===== src/btcf_pkg.sv =====
`default_nettype none
package btcf_pkg;

  typedef enum logic [2:0] {
    PH_KEY      = 3'd0,
    PH_INIT     = 3'd1,
    PH_ENTRY_HI = 3'd2,
    PH_ENTRY_LO = 3'd3,
    PH_SIZE     = 3'd4,
    PH_ADDR_HI  = 3'd5,
    PH_ADDR_LO  = 3'd6,
    PH_DATA     = 3'd7
  } phase_t;

  typedef enum logic [1:0] {
    KIND_HEADER = 2'd0,
    KIND_DATA   = 2'd1,
    KIND_END    = 2'd2,
    KIND_ERROR  = 2'd3
  } kind_t;

  typedef enum logic {
    CFG_CHUNK_LIMIT        = 1'b0,
    CFG_INIT_WORDS_SKIPPED = 1'b1
  } cfg_index_t;

  localparam logic [15:0] CHUNK_LIMIT_RESET = 16'd1024;
  localparam logic [7:0]  INIT_SKIP_RESET   = 8'd8;
  localparam logic [7:0]  END_BYTE          = 8'hA5;
  localparam logic [7:0]  PAD_BYTE          = 8'hFF;
  localparam logic [63:0] PAD_FRAME         = {8{PAD_BYTE}};
  localparam logic [63:0] MARKER_FRAME      = {8{END_BYTE}};

  typedef struct packed {
    logic [63:0] frame_payload;
    kind_t       frame_kind;
    logic        block_complete;
    logic        table_complete;
    logic        table_nonempty;
    logic [31:0] start_addr;
    logic        last;
  } result_t;

endpackage
`default_nettype wire


===== src/btcf_in_if.sv =====
`default_nettype none
interface btcf_in_if;
  logic       valid;
  logic       ready;
  logic [7:0] data_byte;
  logic       end_of_data;

  modport source (output valid, output data_byte, output end_of_data, input ready);
  modport sink (input valid, input data_byte, input end_of_data, output ready);
endinterface
`default_nettype wire


===== src/btcf_out_if.sv =====
`default_nettype none
interface btcf_out_if;
  logic        valid;
  logic        ready;
  logic [63:0] frame_payload;
  logic [1:0]  frame_kind;
  logic        block_complete;
  logic        table_complete;
  logic        table_nonempty;
  logic [31:0] start_addr;
  logic        last;

  modport source (output valid, output frame_payload, output frame_kind,
                  output block_complete, output table_complete, output table_nonempty,
                  output start_addr, output last, input ready);
  modport sink (input valid, input frame_payload, input frame_kind,
                input block_complete, input table_complete, input table_nonempty,
                input start_addr, input last, output ready);
endinterface
`default_nettype wire


===== src/boot_table_to_can_frames_core.sv =====
// channel   | dir | beat contents
// ----------+-----+--------------------------------------------------------------
// in_chan   | in  | data_byte, end_of_data
// out_chan  | out | frame_payload, frame_kind, block_complete, table_complete,
//           |     | table_nonempty, start_addr, last
// cfg_*     | in  | write enable, register index, 16-bit write data
//
// one input beat per ready cycle; each is decoded in the accept cycle and its
// zero, one or two results go into a four-entry result queue
// in_chan.ready is high while the queue has room for two results, so an item
// that makes two results holds off the next beat only when out_chan stalls
// each result is registered in the queue and goes out behind those ahead of it
// rst_n is synchronous, active low, and brings back the register reset values
`default_nettype none
module boot_table_to_can_frames_core (
  input  wire logic        clk,
  input  wire logic        rst_n,
  input  wire logic        cfg_we,
  input  wire logic        cfg_index,
  input  wire logic [15:0] cfg_data,
  btcf_in_if.sink          in_chan,
  btcf_out_if.source       out_chan
);

  btcf_pkg::phase_t  phase_r, phase_nxt;
  logic [7:0]        low_r, low_nxt;
  logic              parity_r, parity_nxt;
  logic [7:0]        skip_r, skip_nxt;
  logic [15:0]       entry_hi_r, entry_hi_nxt;
  logic [31:0]       entry_r, entry_nxt;
  logic [15:0]       left_r, left_nxt;
  logic [31:0]       dest_r, dest_nxt;
  logic [15:0]       sent_r, sent_nxt;
  logic [15:0]       chunk_r, chunk_nxt;
  logic [63:0]       fbuf_r, fbuf_nxt;
  logic [1:0]        fidx_r, fidx_nxt;
  logic              any_r, any_nxt;
  logic [15:0]       max_chunk_r;
  logic [7:0]        init_skip_r;

  btcf_pkg::result_t fifo_r [4];
  logic [1:0]        wr_ptr_r, rd_ptr_r;
  logic [2:0]        cnt_r;

  logic              acc, pop;
  logic [1:0]        n_res;
  btcf_pkg::result_t res0, res1;
  logic [15:0]       w;

  // chunk header unit
  logic [15:0]       hc_left, hc_sent, lim, cw;
  logic [31:0]       hc_dest, hc_addr;
  logic [63:0]       hdr_frame;

  // data word insert
  logic [15:0]       left_dec, chunk_dec, sent_inc;
  logic [63:0]       fbuf_ins;
  logic              chunk_end, block_end;

  assign acc = in_chan.valid && in_chan.ready;
  assign pop = out_chan.valid && out_chan.ready;
  assign in_chan.ready = (cnt_r <= 3'd2);
  assign w = {in_chan.data_byte, low_r};

  assign left_dec  = left_r - 16'd1;
  assign chunk_dec = chunk_r - 16'd1;
  assign sent_inc  = sent_r + 16'd1;
  assign chunk_end = (chunk_dec == 16'd0);
  assign block_end = chunk_end && (left_dec == 16'd0);

  always_comb begin
    fbuf_ins = fbuf_r;
    fbuf_ins[{fidx_r, 4'd0} +: 16] = {w[7:0], w[15:8]};
  end

  always_comb begin
    if (phase_r == btcf_pkg::PH_DATA) begin
      hc_left = left_dec;
      hc_sent = sent_inc;
      hc_dest = dest_r;
    end else begin
      hc_left = left_r;
      hc_sent = 16'd0;
      hc_dest = {dest_r[31:16], w};
    end
    lim       = (max_chunk_r == 16'd0) ? 16'd1 : max_chunk_r;
    cw        = (hc_left < lim) ? hc_left : lim;
    hc_addr   = hc_dest + {16'd0, hc_sent};
    hdr_frame = {btcf_pkg::PAD_BYTE, btcf_pkg::PAD_BYTE,
                 hc_addr[7:0], hc_addr[15:8], hc_addr[23:16], hc_addr[31:24],
                 cw[7:0], cw[15:8]};
  end

  always_comb begin
    phase_nxt    = phase_r;
    low_nxt      = low_r;
    parity_nxt   = parity_r;
    skip_nxt     = skip_r;
    entry_hi_nxt = entry_hi_r;
    entry_nxt    = entry_r;
    left_nxt     = left_r;
    dest_nxt     = dest_r;
    sent_nxt     = sent_r;
    chunk_nxt    = chunk_r;
    fbuf_nxt     = fbuf_r;
    fidx_nxt     = fidx_r;
    any_nxt      = any_r;
    n_res        = 2'd0;

    res0.frame_payload  = 64'd0;
    res0.frame_kind     = btcf_pkg::KIND_ERROR;
    res0.block_complete = 1'b0;
    res0.table_complete = 1'b0;
    res0.table_nonempty = any_r;
    res0.start_addr     = entry_r;
    res0.last           = 1'b1;
    res1                = res0;

    if (acc) begin
      if (in_chan.end_of_data) begin
        n_res      = 2'd1;
        phase_nxt  = btcf_pkg::PH_KEY;
        parity_nxt = 1'b0;
        low_nxt    = 8'd0;
        skip_nxt   = 8'd0;
        left_nxt   = 16'd0;
        sent_nxt   = 16'd0;
        chunk_nxt  = 16'd0;
        any_nxt    = 1'b0;
        fbuf_nxt   = btcf_pkg::PAD_FRAME;
        fidx_nxt   = 2'd0;
      end else if (!parity_r) begin
        low_nxt    = in_chan.data_byte;
        parity_nxt = 1'b1;
      end else begin
        parity_nxt = 1'b0;
        unique case (phase_r)
          btcf_pkg::PH_KEY: begin
            if (init_skip_r == 8'd0) begin
              phase_nxt = btcf_pkg::PH_ENTRY_HI;
            end else begin
              skip_nxt  = init_skip_r;
              phase_nxt = btcf_pkg::PH_INIT;
            end
          end
          btcf_pkg::PH_INIT: begin
            skip_nxt = skip_r - 8'd1;
            if (skip_r == 8'd1) begin
              phase_nxt = btcf_pkg::PH_ENTRY_HI;
            end
          end
          btcf_pkg::PH_ENTRY_HI: begin
            entry_hi_nxt = w;
            phase_nxt    = btcf_pkg::PH_ENTRY_LO;
          end
          btcf_pkg::PH_ENTRY_LO: begin
            entry_nxt = {entry_hi_r, w};
            phase_nxt = btcf_pkg::PH_SIZE;
          end
          btcf_pkg::PH_SIZE: begin
            if (w == 16'd0) begin
              n_res               = 2'd2;
              res0.frame_payload  = btcf_pkg::MARKER_FRAME;
              res0.frame_kind     = btcf_pkg::KIND_END;
              res0.last           = 1'b0;
              res1.frame_payload  = btcf_pkg::MARKER_FRAME;
              res1.frame_kind     = btcf_pkg::KIND_END;
              res1.table_complete = 1'b1;
              phase_nxt  = btcf_pkg::PH_KEY;
              low_nxt    = 8'd0;
              skip_nxt   = 8'd0;
              left_nxt   = 16'd0;
              sent_nxt   = 16'd0;
              chunk_nxt  = 16'd0;
              any_nxt    = 1'b0;
              fbuf_nxt   = btcf_pkg::PAD_FRAME;
              fidx_nxt   = 2'd0;
            end else begin
              left_nxt  = w;
              any_nxt   = 1'b1;
              phase_nxt = btcf_pkg::PH_ADDR_HI;
            end
          end
          btcf_pkg::PH_ADDR_HI: begin
            dest_nxt  = {w, 16'd0};
            phase_nxt = btcf_pkg::PH_ADDR_LO;
          end
          btcf_pkg::PH_ADDR_LO: begin
            dest_nxt            = hc_dest;
            sent_nxt            = 16'd0;
            fbuf_nxt            = btcf_pkg::PAD_FRAME;
            fidx_nxt            = 2'd0;
            chunk_nxt           = cw;
            n_res               = 2'd1;
            res0.frame_payload  = hdr_frame;
            res0.frame_kind     = btcf_pkg::KIND_HEADER;
            res0.table_nonempty = any_r;
            phase_nxt           = btcf_pkg::PH_DATA;
          end
          btcf_pkg::PH_DATA: begin
            left_nxt  = left_dec;
            sent_nxt  = sent_inc;
            chunk_nxt = chunk_dec;
            fbuf_nxt  = fbuf_ins;
            fidx_nxt  = fidx_r + 2'd1;
            if ((fidx_r == 2'd3) || chunk_end) begin
              n_res               = 2'd1;
              res0.frame_payload  = fbuf_ins;
              res0.frame_kind     = btcf_pkg::KIND_DATA;
              res0.block_complete = block_end;
              fbuf_nxt            = btcf_pkg::PAD_FRAME;
              fidx_nxt            = 2'd0;
            end
            if (block_end) begin
              phase_nxt = btcf_pkg::PH_SIZE;
            end else if (chunk_end) begin
              n_res              = 2'd2;
              res0.last          = 1'b0;
              res1.frame_payload = hdr_frame;
              res1.frame_kind    = btcf_pkg::KIND_HEADER;
              chunk_nxt          = cw;
            end
          end
          default: begin
            phase_nxt = btcf_pkg::PH_KEY;
          end
        endcase
      end
    end
  end

  always_ff @(posedge clk) begin
    if (!rst_n) begin
      phase_r     <= btcf_pkg::PH_KEY;
      low_r       <= 8'd0;
      parity_r    <= 1'b0;
      skip_r      <= 8'd0;
      entry_hi_r  <= 16'd0;
      entry_r     <= 32'd0;
      left_r      <= 16'd0;
      dest_r      <= 32'd0;
      sent_r      <= 16'd0;
      chunk_r     <= 16'd0;
      fbuf_r      <= btcf_pkg::PAD_FRAME;
      fidx_r      <= 2'd0;
      any_r       <= 1'b0;
      max_chunk_r <= btcf_pkg::CHUNK_LIMIT_RESET;
      init_skip_r <= btcf_pkg::INIT_SKIP_RESET;
    end else begin
      phase_r    <= phase_nxt;
      low_r      <= low_nxt;
      parity_r   <= parity_nxt;
      skip_r     <= skip_nxt;
      entry_hi_r <= entry_hi_nxt;
      entry_r    <= entry_nxt;
      left_r     <= left_nxt;
      dest_r     <= dest_nxt;
      sent_r     <= sent_nxt;
      chunk_r    <= chunk_nxt;
      fbuf_r     <= fbuf_nxt;
      fidx_r     <= fidx_nxt;
      any_r      <= any_nxt;
      if (cfg_we) begin
        unique case (btcf_pkg::cfg_index_t'(cfg_index))
          btcf_pkg::CFG_CHUNK_LIMIT:        max_chunk_r <= cfg_data;
          btcf_pkg::CFG_INIT_WORDS_SKIPPED: init_skip_r <= cfg_data[7:0];
          default: ;
        endcase
      end
    end
  end

  // result queue
  always_ff @(posedge clk) begin
    if (n_res != 2'd0) begin
      fifo_r[wr_ptr_r] <= res0;
    end
    if (n_res == 2'd2) begin
      fifo_r[wr_ptr_r + 2'd1] <= res1;
    end
  end

  always_ff @(posedge clk) begin
    if (!rst_n) begin
      wr_ptr_r <= 2'd0;
      rd_ptr_r <= 2'd0;
      cnt_r    <= 3'd0;
    end else begin
      wr_ptr_r <= wr_ptr_r + n_res;
      rd_ptr_r <= rd_ptr_r + {1'b0, pop};
      cnt_r    <= cnt_r + {1'b0, n_res} - {2'b00, pop};
    end
  end

  assign out_chan.valid          = (cnt_r != 3'd0);
  assign out_chan.frame_payload  = fifo_r[rd_ptr_r].frame_payload;
  assign out_chan.frame_kind     = fifo_r[rd_ptr_r].frame_kind;
  assign out_chan.block_complete = fifo_r[rd_ptr_r].block_complete;
  assign out_chan.table_complete = fifo_r[rd_ptr_r].table_complete;
  assign out_chan.table_nonempty = fifo_r[rd_ptr_r].table_nonempty;
  assign out_chan.start_addr     = fifo_r[rd_ptr_r].start_addr;
  assign out_chan.last           = fifo_r[rd_ptr_r].last;

endmodule
`default_nettype wire


===== src/flat_wrapper.sv =====
// flat-port wrapper written by rule: the top's interface ports become plain ports
module boot_table_to_can_frames_core_flat 
  (clk, rst_n, cfg_we, cfg_index, cfg_data, in_chan_valid, in_chan_data_byte, in_chan_end_of_data, in_chan_ready, out_chan_valid, out_chan_frame_payload, out_chan_frame_kind, out_chan_block_complete, out_chan_table_complete, out_chan_table_nonempty, out_chan_start_addr, out_chan_last, out_chan_ready);
  btcf_in_if in_chan_i ();
  btcf_out_if out_chan_i ();
  input  wire logic clk;
  input  wire logic rst_n;
  input  wire logic cfg_we;
  input  wire logic cfg_index;
  input  wire logic [15:0] cfg_data;
  input wire logic [$bits(in_chan_i.valid)-1:0] in_chan_valid;
  input wire logic [$bits(in_chan_i.data_byte)-1:0] in_chan_data_byte;
  input wire logic [$bits(in_chan_i.end_of_data)-1:0] in_chan_end_of_data;
  output wire logic [$bits(in_chan_i.ready)-1:0] in_chan_ready;
  output wire logic [$bits(out_chan_i.valid)-1:0] out_chan_valid;
  output wire logic [$bits(out_chan_i.frame_payload)-1:0] out_chan_frame_payload;
  output wire logic [$bits(out_chan_i.frame_kind)-1:0] out_chan_frame_kind;
  output wire logic [$bits(out_chan_i.block_complete)-1:0] out_chan_block_complete;
  output wire logic [$bits(out_chan_i.table_complete)-1:0] out_chan_table_complete;
  output wire logic [$bits(out_chan_i.table_nonempty)-1:0] out_chan_table_nonempty;
  output wire logic [$bits(out_chan_i.start_addr)-1:0] out_chan_start_addr;
  output wire logic [$bits(out_chan_i.last)-1:0] out_chan_last;
  input wire logic [$bits(out_chan_i.ready)-1:0] out_chan_ready;
  assign in_chan_i.valid = in_chan_valid;
  assign in_chan_i.data_byte = in_chan_data_byte;
  assign in_chan_i.end_of_data = in_chan_end_of_data;
  assign in_chan_ready = in_chan_i.ready;
  assign out_chan_valid = out_chan_i.valid;
  assign out_chan_frame_payload = out_chan_i.frame_payload;
  assign out_chan_frame_kind = out_chan_i.frame_kind;
  assign out_chan_block_complete = out_chan_i.block_complete;
  assign out_chan_table_complete = out_chan_i.table_complete;
  assign out_chan_table_nonempty = out_chan_i.table_nonempty;
  assign out_chan_start_addr = out_chan_i.start_addr;
  assign out_chan_last = out_chan_i.last;
  assign out_chan_i.ready = out_chan_ready;
  boot_table_to_can_frames_core u_core (.clk(clk), .rst_n(rst_n), .cfg_we(cfg_we), .cfg_index(cfg_index), .cfg_data(cfg_data), .in_chan(in_chan_i), .out_chan(out_chan_i));
endmodule

===== config.mk =====
export PLATFORM = sky130hd
export DESIGN_NAME = boot_table_to_can_frames_core_flat
export DESIGN_NICKNAME = d
export VERILOG_FILES = /design/src/btcf_pkg.sv /design/src/btcf_in_if.sv /design/src/btcf_out_if.sv /design/src/boot_table_to_can_frames_core.sv /design/src/flat_wrapper.sv
export SDC_FILE = /design/constraint.sdc
export NUM_CORES = 1
export LEC_CHECK = 0
export ABC_AREA = 1
export BUFFER_PORTS_ARGS = -buffer_cell sky130_fd_sc_hd__clkbuf_2
export CAP_MARGIN = 5
export CORE_MARGIN = 5
export CORE_UTILIZATION = 30
export CTS_CLUSTER_SIZE = 30
export DETAILED_ROUTE_END_ITERATION = 16
export SLEW_MARGIN = 20
export SYNTH_ARGS = -nofsm -noshare
export SYNTH_HDL_FRONTEND = slang
export SYNTH_SLANG_ARGS = --single-unit
export TNS_END_PERCENT = 20

===== constraint.sdc =====
create_clock -name clk -period 11.2 [get_ports clk]
set_input_delay 1.12 -clock clk [delete_from_list [all_inputs] [get_ports clk]]
set_output_delay 1.12 -clock clk [all_outputs]
set_load 0.05 [all_outputs]

[Word-level counts from Yosys, hierarchy flattened]
Memory sizes are Yosys's and may differ from the RTL's. A register that Yosys moved wholly into a read port is not among the register bits.
Cells that the tools add are included.
Operators by class
  mux-type cells: 88
  $lt $le $gt $ge: 2
  shift operators: 2
  equality and inequality tests: 16
  reductions and logical operators: 29
  add/subtract/negate cells: 12
  bitwise gates (word level): 2
Operators by type and width (number)
  66-bit 2-to-1 mux: 6
  67-bit 2-to-1 mux: 4
  64-bit 2-to-1 mux: 4
  16-bit 2-to-1 mux: 15
  66-bit one-hot mux with 3 select lines: 1
  64-bit one-hot mux with 3 select lines: 1
  66-bit one-hot mux with 2 select lines: 1
  16-bit one-hot mux with 3 select lines: 2
  64-bit bitwise mux: 1
  16-bit logical NOT: 4
  32-bit one-hot mux with 2 select lines: 1
  16-bit by 8-bit variable shift with 64-bit output, first input constant: 1
  16-bit by 8-bit indexed part select with 64-bit output: 1
  8-bit 2-to-1 mux: 7
  32-bit by 16-bit adder with 32-bit output: 1
  16-bit one-hot mux with 2 select lines: 1
  16-bit by 1-bit subtractor with 16-bit output, second input constant: 2
  2-bit 2-to-1 mux: 12
  3-bit one-hot mux with 8 select lines: 1
  8-bit one-hot mux with 3 select lines: 1
  1-bit 2-to-1 mux: 22
  4-bit AND reduction: 5
  16-bit by 1-bit adder with 16-bit output, second input constant: 1
  16-bit less-than comparator: 1
  29 further kinds: 55
Word-level totals
  register bits: 246
  memories kept: 1
  bits in writable memories: 408
  output and inout bits: 104
  bits of input ports: 31
  word-level logic and storage cells: 170
Memories
  u_core.fifo_r: words 4, width 102, rd ports 1, clocked after memory_dff 1, write ports 2, RTL line boot_table_to_can_frames_core.sv:41  | btcf_pkg::result_t fifo_r [4];

[Longest topological paths before layout]
  depth after elaboration: 13
  depth in mapped cells: 29
  gate-level depth less buffers: 29

[Worst setup path after synthesis]
OpenSTA, ideal clock, no wires.
  kind: register -> register
  start point: register u_core.cnt_r[1]
  end point: memory u_core.fifo_r[3][100] (netlist bit), enable pin
  slack: 5973 ps
  library setup time: 454 ps
  stages on the path, launching flop included: 12
  arrival: 4773 ps
  data required time: 10746 ps
  period minus slack after synthesis: 5227 ps
  buffers on the path: 2
  cell sequence: dfxtp_1 a21oi_1 nand2_1 nor3_2 inv_2 buf_2 nor2_2 nor2_8 a21oi_2 nor2_4 buf_2 inv_1
RTL lines
  start, declared: RTL line boot_table_to_can_frames_core.sv:43  | logic [2:0] cnt_r;
  start signal, assigned: RTL line boot_table_to_can_frames_core.sv:291  | cnt_r <= cnt_r + {1'b0, n_res} - {2'b00, pop};
  end, declared: RTL line boot_table_to_can_frames_core.sv:41

==> reports/summary.md <==
The synthesized design contains 654 register bits. Clock tree synthesis inserted a total of 73 buffers. Counting tap cells, the placed design contains a total of 5532 instances.

The adder and majority gate portion of the synthesized area is 0.01942, and the number of nets in the final layout is 4201. The tree is rooted in a clkbuf_16. The filler cells instantiated in the layout total 11538.

The final weighted congestion in routability-driven placement was 0.9595; the area added between synthesis and finish was 11.80%. The min-delay analysis places its worst path in the category reg2reg. Synthesis produced 4132 cells.

Port buffering added 134 buffers. The number of flops mapped to enable cells by yosys is 400. The tools report the fraction of power consumed by the clock network as 0.341. The switching power summed over all nets came out at 2598 µW.

Detailed routing inserted a total of 29978 vias. The minimum period implied by the final worst setup slack is 5.595 ns, and the count of non-filler cells in the finished layout is 5662. The power density normalized to cell area is 183.5 mW/mm². The first routing iteration left 3149 violations. The data required time of the critical path is 11.44 ns, and the max-slew violation count is 0. The first detailed-routing pass took 9 iterations. The simple-gate area share of the yosys netlist is 0.2078, and the vertical die dimension is 344.8 µm.

The met2 layer usage reported by global route is 0.3157. STA classifies the critical path startpoint as an input pin. The worst setup path is of the in2reg kind. The transition time at the pin with the least slew margin is 1.134 ns. The routed design has 117.7 mm of wire. The share of the cycle needed by the critical path after routing was 0.4996; the number of gates resized after cts was 0.

The switching fraction of total power came out at 0.3765. The core region area was 0.1110 mm². Among all flip-flop cells after synthesis, the most frequent one is edfxtp_1. Along the worst hold path, the cell count comes to 2. The terminating pin of the worst hold path was u_core.entry_r[23]. For the fraction of power consumed by sequential logic, the log shows 0.382. In this run the mean area of a mapped cell was 8.140 µm². The logs give 0 for the post-CTS setup buffer count and 0.5083 for the sequential cell area fraction in the yosys report.

The overall die area was 0.1189 mm². The fraction of synthesized area in multiplexers works out to 0. The clock slew seen by the registers of the worst setup and hold paths is 0.06 ns, and the DRC violations left is 0.

For the via count of the first global-routing pass, the log shows 27355. The total routing usage reported by global routing was 0.1913; the x dimension of the die was 344.8 µm. Depth of the most critical reg-to-reg path: 19.

In this run the critical register-to-register path is launched from u_core.chunk_r[0]. In this run the critical register-to-register path is captured at u_core.fifo_r[2][64]. The fraction of synthesis flops using an asynchronous set or reset pin came out at 0.

The fraction of final layout cells with drive strength greater than 1 is 0.08965, and the I/O pin total is 135. Summed over all failing endpoints, the final setup total negative slack is 0 ns. The maximum level of the CTS H-tree is 3. Post-cts hold buffer count: 0. The flow ran to the end, and the final reports show no timing, DRC or antenna violations. The maximum fanout along the worst path is 56.

The tools report the startpoint of the lowest-slack hold path as u_core.entry_hi_r[7]. The logs give 0.3031 for the effective utilization at floorplan and 4302 µW for the internal power summed over all cells. Across the run, the number of max-cap violations was 0. After synthesis the cells add up to 0.03364 mm². The detail route stage leaves a number of antenna-violating nets equal to 0. Across all register-to-register paths, the minimum setup slack is 5.68 ns. met2 is the most crowded layer. Across the routed clock network, the largest skew measured is 0.03382 ns.

Data on the critical path arrives at its endpoint at 5.84 ns. In the routed layout, each cell is associated on average with a via count of 5.295. Static timing analysis puts the maximum clock frequency at 178.7 MHz.

Initial antenna violation count: 8. Main combinational cell family by area after synthesis: simple AND/OR/NAND/NOR gates. The design draws 6899 µW. When the netlist entered floorplanning its net count stood at 4214. The later pin in the worst-skew pair is clocked with a latency of 0.64 ns.

The worst-case headroom to the max-slew limit came out at 0.2429. STA classifies the critical path endpoint as a register. VDD sags by at most 0.0001581 V.

The fraction of met1 tracks used by global routing was 0.2535. The final count of negative-setup-slack endpoints was 0; the total half-perimeter wirelength after legalization and detailed placement was 79.83 mm. The first-pass GRT wire length came out at 175.0 mm. TritonCTS built the clock tree.

The post-synthesis compound-gate area fraction was 0.1861. The fraction of met3 tracks used by global routing was 0.03214; the global-route congestion overflow total was 0. The number of clock sinks seen by CTS was 654.

Summed over all cells, the static leakage comes to 0.01343 µW. For the combinational share of power, the log shows 0.276. The run gives 122 as the count of standard-cell rows.

After detailed routing, the average wire length per cell comes to 20.79 µm. Entering global routing, the biggest net connects 107 pins. The number of different library cells in the post-synthesis netlist is 56, and the number of buffers on the longest clock path is 3. The run gives 0 as the total count of hold-check failures in the final report.

The total of warnings raised by yosys is 0, and the final standard cell utilization of the core is 0.3389. Setup repair after global routing left no endpoint under its margin. Post-synthesis share of cell area spent on xor and xnor gates: 0.009114.
-- cells by family after synthesis --
kind of cell,Yosys count
compound gates,1148
flops,654
buf+inv,559
fa+ha+maj,51
xor+xnor,35
simple gates,1685
-- layout by cell type (no fill, tap or decap), drive strengths merged, types with 3 or more instances in the layout --
| cell type | instances |
|---|---|
| nor4 | 6 |
| a31o | 3 |
| o21bai | 4 |
| a21oi | 248 |
| xor2 | 27 |
| buf | 34 |
| nor3 | 48 |
| xnor2 | 8 |
| a211oi | 12 |
| bufinv | 4 |
| or2 | 15 |
| clkinvlp | 3 |
| nand4 | 16 |
| dfxtp | 254 |
| clkbuf | 234 |
| clkinv | 25 |
| nand3 | 172 |
| a22oi | 20 |
| o21ai | 646 |
| o21a | 14 |
| nand2 | 871 |
| nand3b | 8 |
| nor2 | 544 |
| o22ai | 175 |
| ha | 49 |
| edfxtp | 400 |
| o41ai | 14 |
| inv | 299 |
| a32o | 3 |
-- flip-flops by register name, summed over array words and instances (netlist names), 8 cells and up --
signal	cells
u_core.chunk_r	16
u_core.dest_r	32
u_core.entry_hi_r	16
u_core.entry_r	32
u_core.fbuf_r	64
u_core.fifo_r	408
u_core.init_skip_r	8
u_core.left_r	16
u_core.low_r	8
u_core.max_chunk_r	16
u_core.sent_r	16
u_core.skip_r	8
-- worst max path at each step --
stage | to | slack [ns] | start
2_1_floorplan | u_core.fifo_r[3][100] | 5.97 | u_core.cnt_r[1]
3_3_place_gp | u_core.fifo_r[2][42] | 5.11 | in_chan_data_byte[4]
3_5_place_dp | u_core.fifo_r[2][42] | 5.00 | in_chan_data_byte[4]
4_1_cts | u_core.fifo_r[2][72] | 5.67 | in_chan_data_byte[4]
5_1_grt | u_core.fifo_r[2][72] | 5.28 | u_core.chunk_r[0]
6_report | u_core.fifo_r[2][64] | 5.60 | in_chan_data_byte[4]
-- stage by stage --
step | setup slack (ns) | cell area, µm² | hold WS, ns
global placement | 5.107 | 35300 | 0.4363
global route | 5.281 | 37600 | 0.4615
floorplan | 5.973 | 33640 | 0.4205
detailed placement | 5.002 | 35300 | 0.4433
finish | 5.605 | 37600 | 0.4426
CTS | 5.672 | 37600 | 0.4450
-- synth_stat cells, types with 10 or more instances --
| cell type | number | area (µm²) |
|---|---|---|
| nand2_1 | 862 | 3236 |
| nor2_1 | 519 | 1948 |
| o21ai_0 | 482 | 2412 |
| edfxtp_1 | 400 | 12010 |
| inv_1 | 285 | 1070 |
| dfxtp_1 | 254 | 5085 |
| a21oi_1 | 239 | 1196 |
| o22ai_1 | 175 | 1095 |
| nand3_1 | 169 | 845.8 |
| clkbuf_1 | 164 | 615.6 |
| o21ai_1 | 162 | 810.8 |
| buf_2 | 51 | 255.2 |
| ha_1 | 49 | 613.1 |
| nor3_1 | 46 | 230.2 |
| xor2_1 | 27 | 236.5 |
| a22oi_1 | 20 | 150.1 |
| buf_6 | 18 | 202.7 |
| nand4_1 | 16 | 100.1 |
| or2_2 | 15 | 93.84 |
| o21a_1 | 14 | 105.1 |
| o41ai_1 | 14 | 122.6 |
| a211oi_1 | 12 | 90.09 |
| buf_1 | 12 | 45.04 |
| inv_2 | 11 | 41.29 |
| nor2_2 | 10 | 62.56 |
| nor2_4 | 10 | 112.6 |
-- metal layers --
metal | up-vias | wire, µm
met1 | 14379 | 48590
li1 | 14111 | -
met2 | 1260 | 55250
met3 | 220 | 9627
met5 | - | 53
met4 | 8 | 4215
-- power groups by stage --
stage / Sequential, µW / Clock [µW] / Combinational [µW]
after floorplan: 2650 / 0 / 1370
after global placement: 2690 / 0 / 1910
after detailed placement: 2690 / 0 / 1920
after CTS: 2640 / 2390 / 1920
after global routing: 2640 / 2490 / 2020
final: 2640 / 2350 / 1910
-- critical path, cell delays in order --
cell	delay, ns
clkbuf_2	0.14
inv_1	0.32
nand4_1	0.14
nor3_1	0.15
nand3_1	0.15
nor2_2	0.39
inv_1	0.08
buf_4	0.28
nor2_2	0.33
nor2_8	0.12
a21oi_4	0.66
nor2_4	0.36
inv_4	0.73
buf_4	0.71
-- layout make-up --
| class | count | area, µm² | share of cell area |
|---|---|---|---|
| Antenna cell | 2 | 5.005 | 0.0001331 |
| Clock buffer | 101 | 2024 | 0.05384 |
| Clock inverter | 27 | 272.8 | 0.007254 |
| Inverter | 304 | 1157 | 0.03078 |
| Multi-Input combinational cell | 2919 | 14260 | 0.3791 |
| Sequential cell | 654 | 17100 | 0.4548 |
| Tap cell | 1488 | 1862 | 0.04951 |
| Timing Repair Buffer | 167 | 920.9 | 0.02449 |
Note: power is estimated with default switching activity, not from simulation.
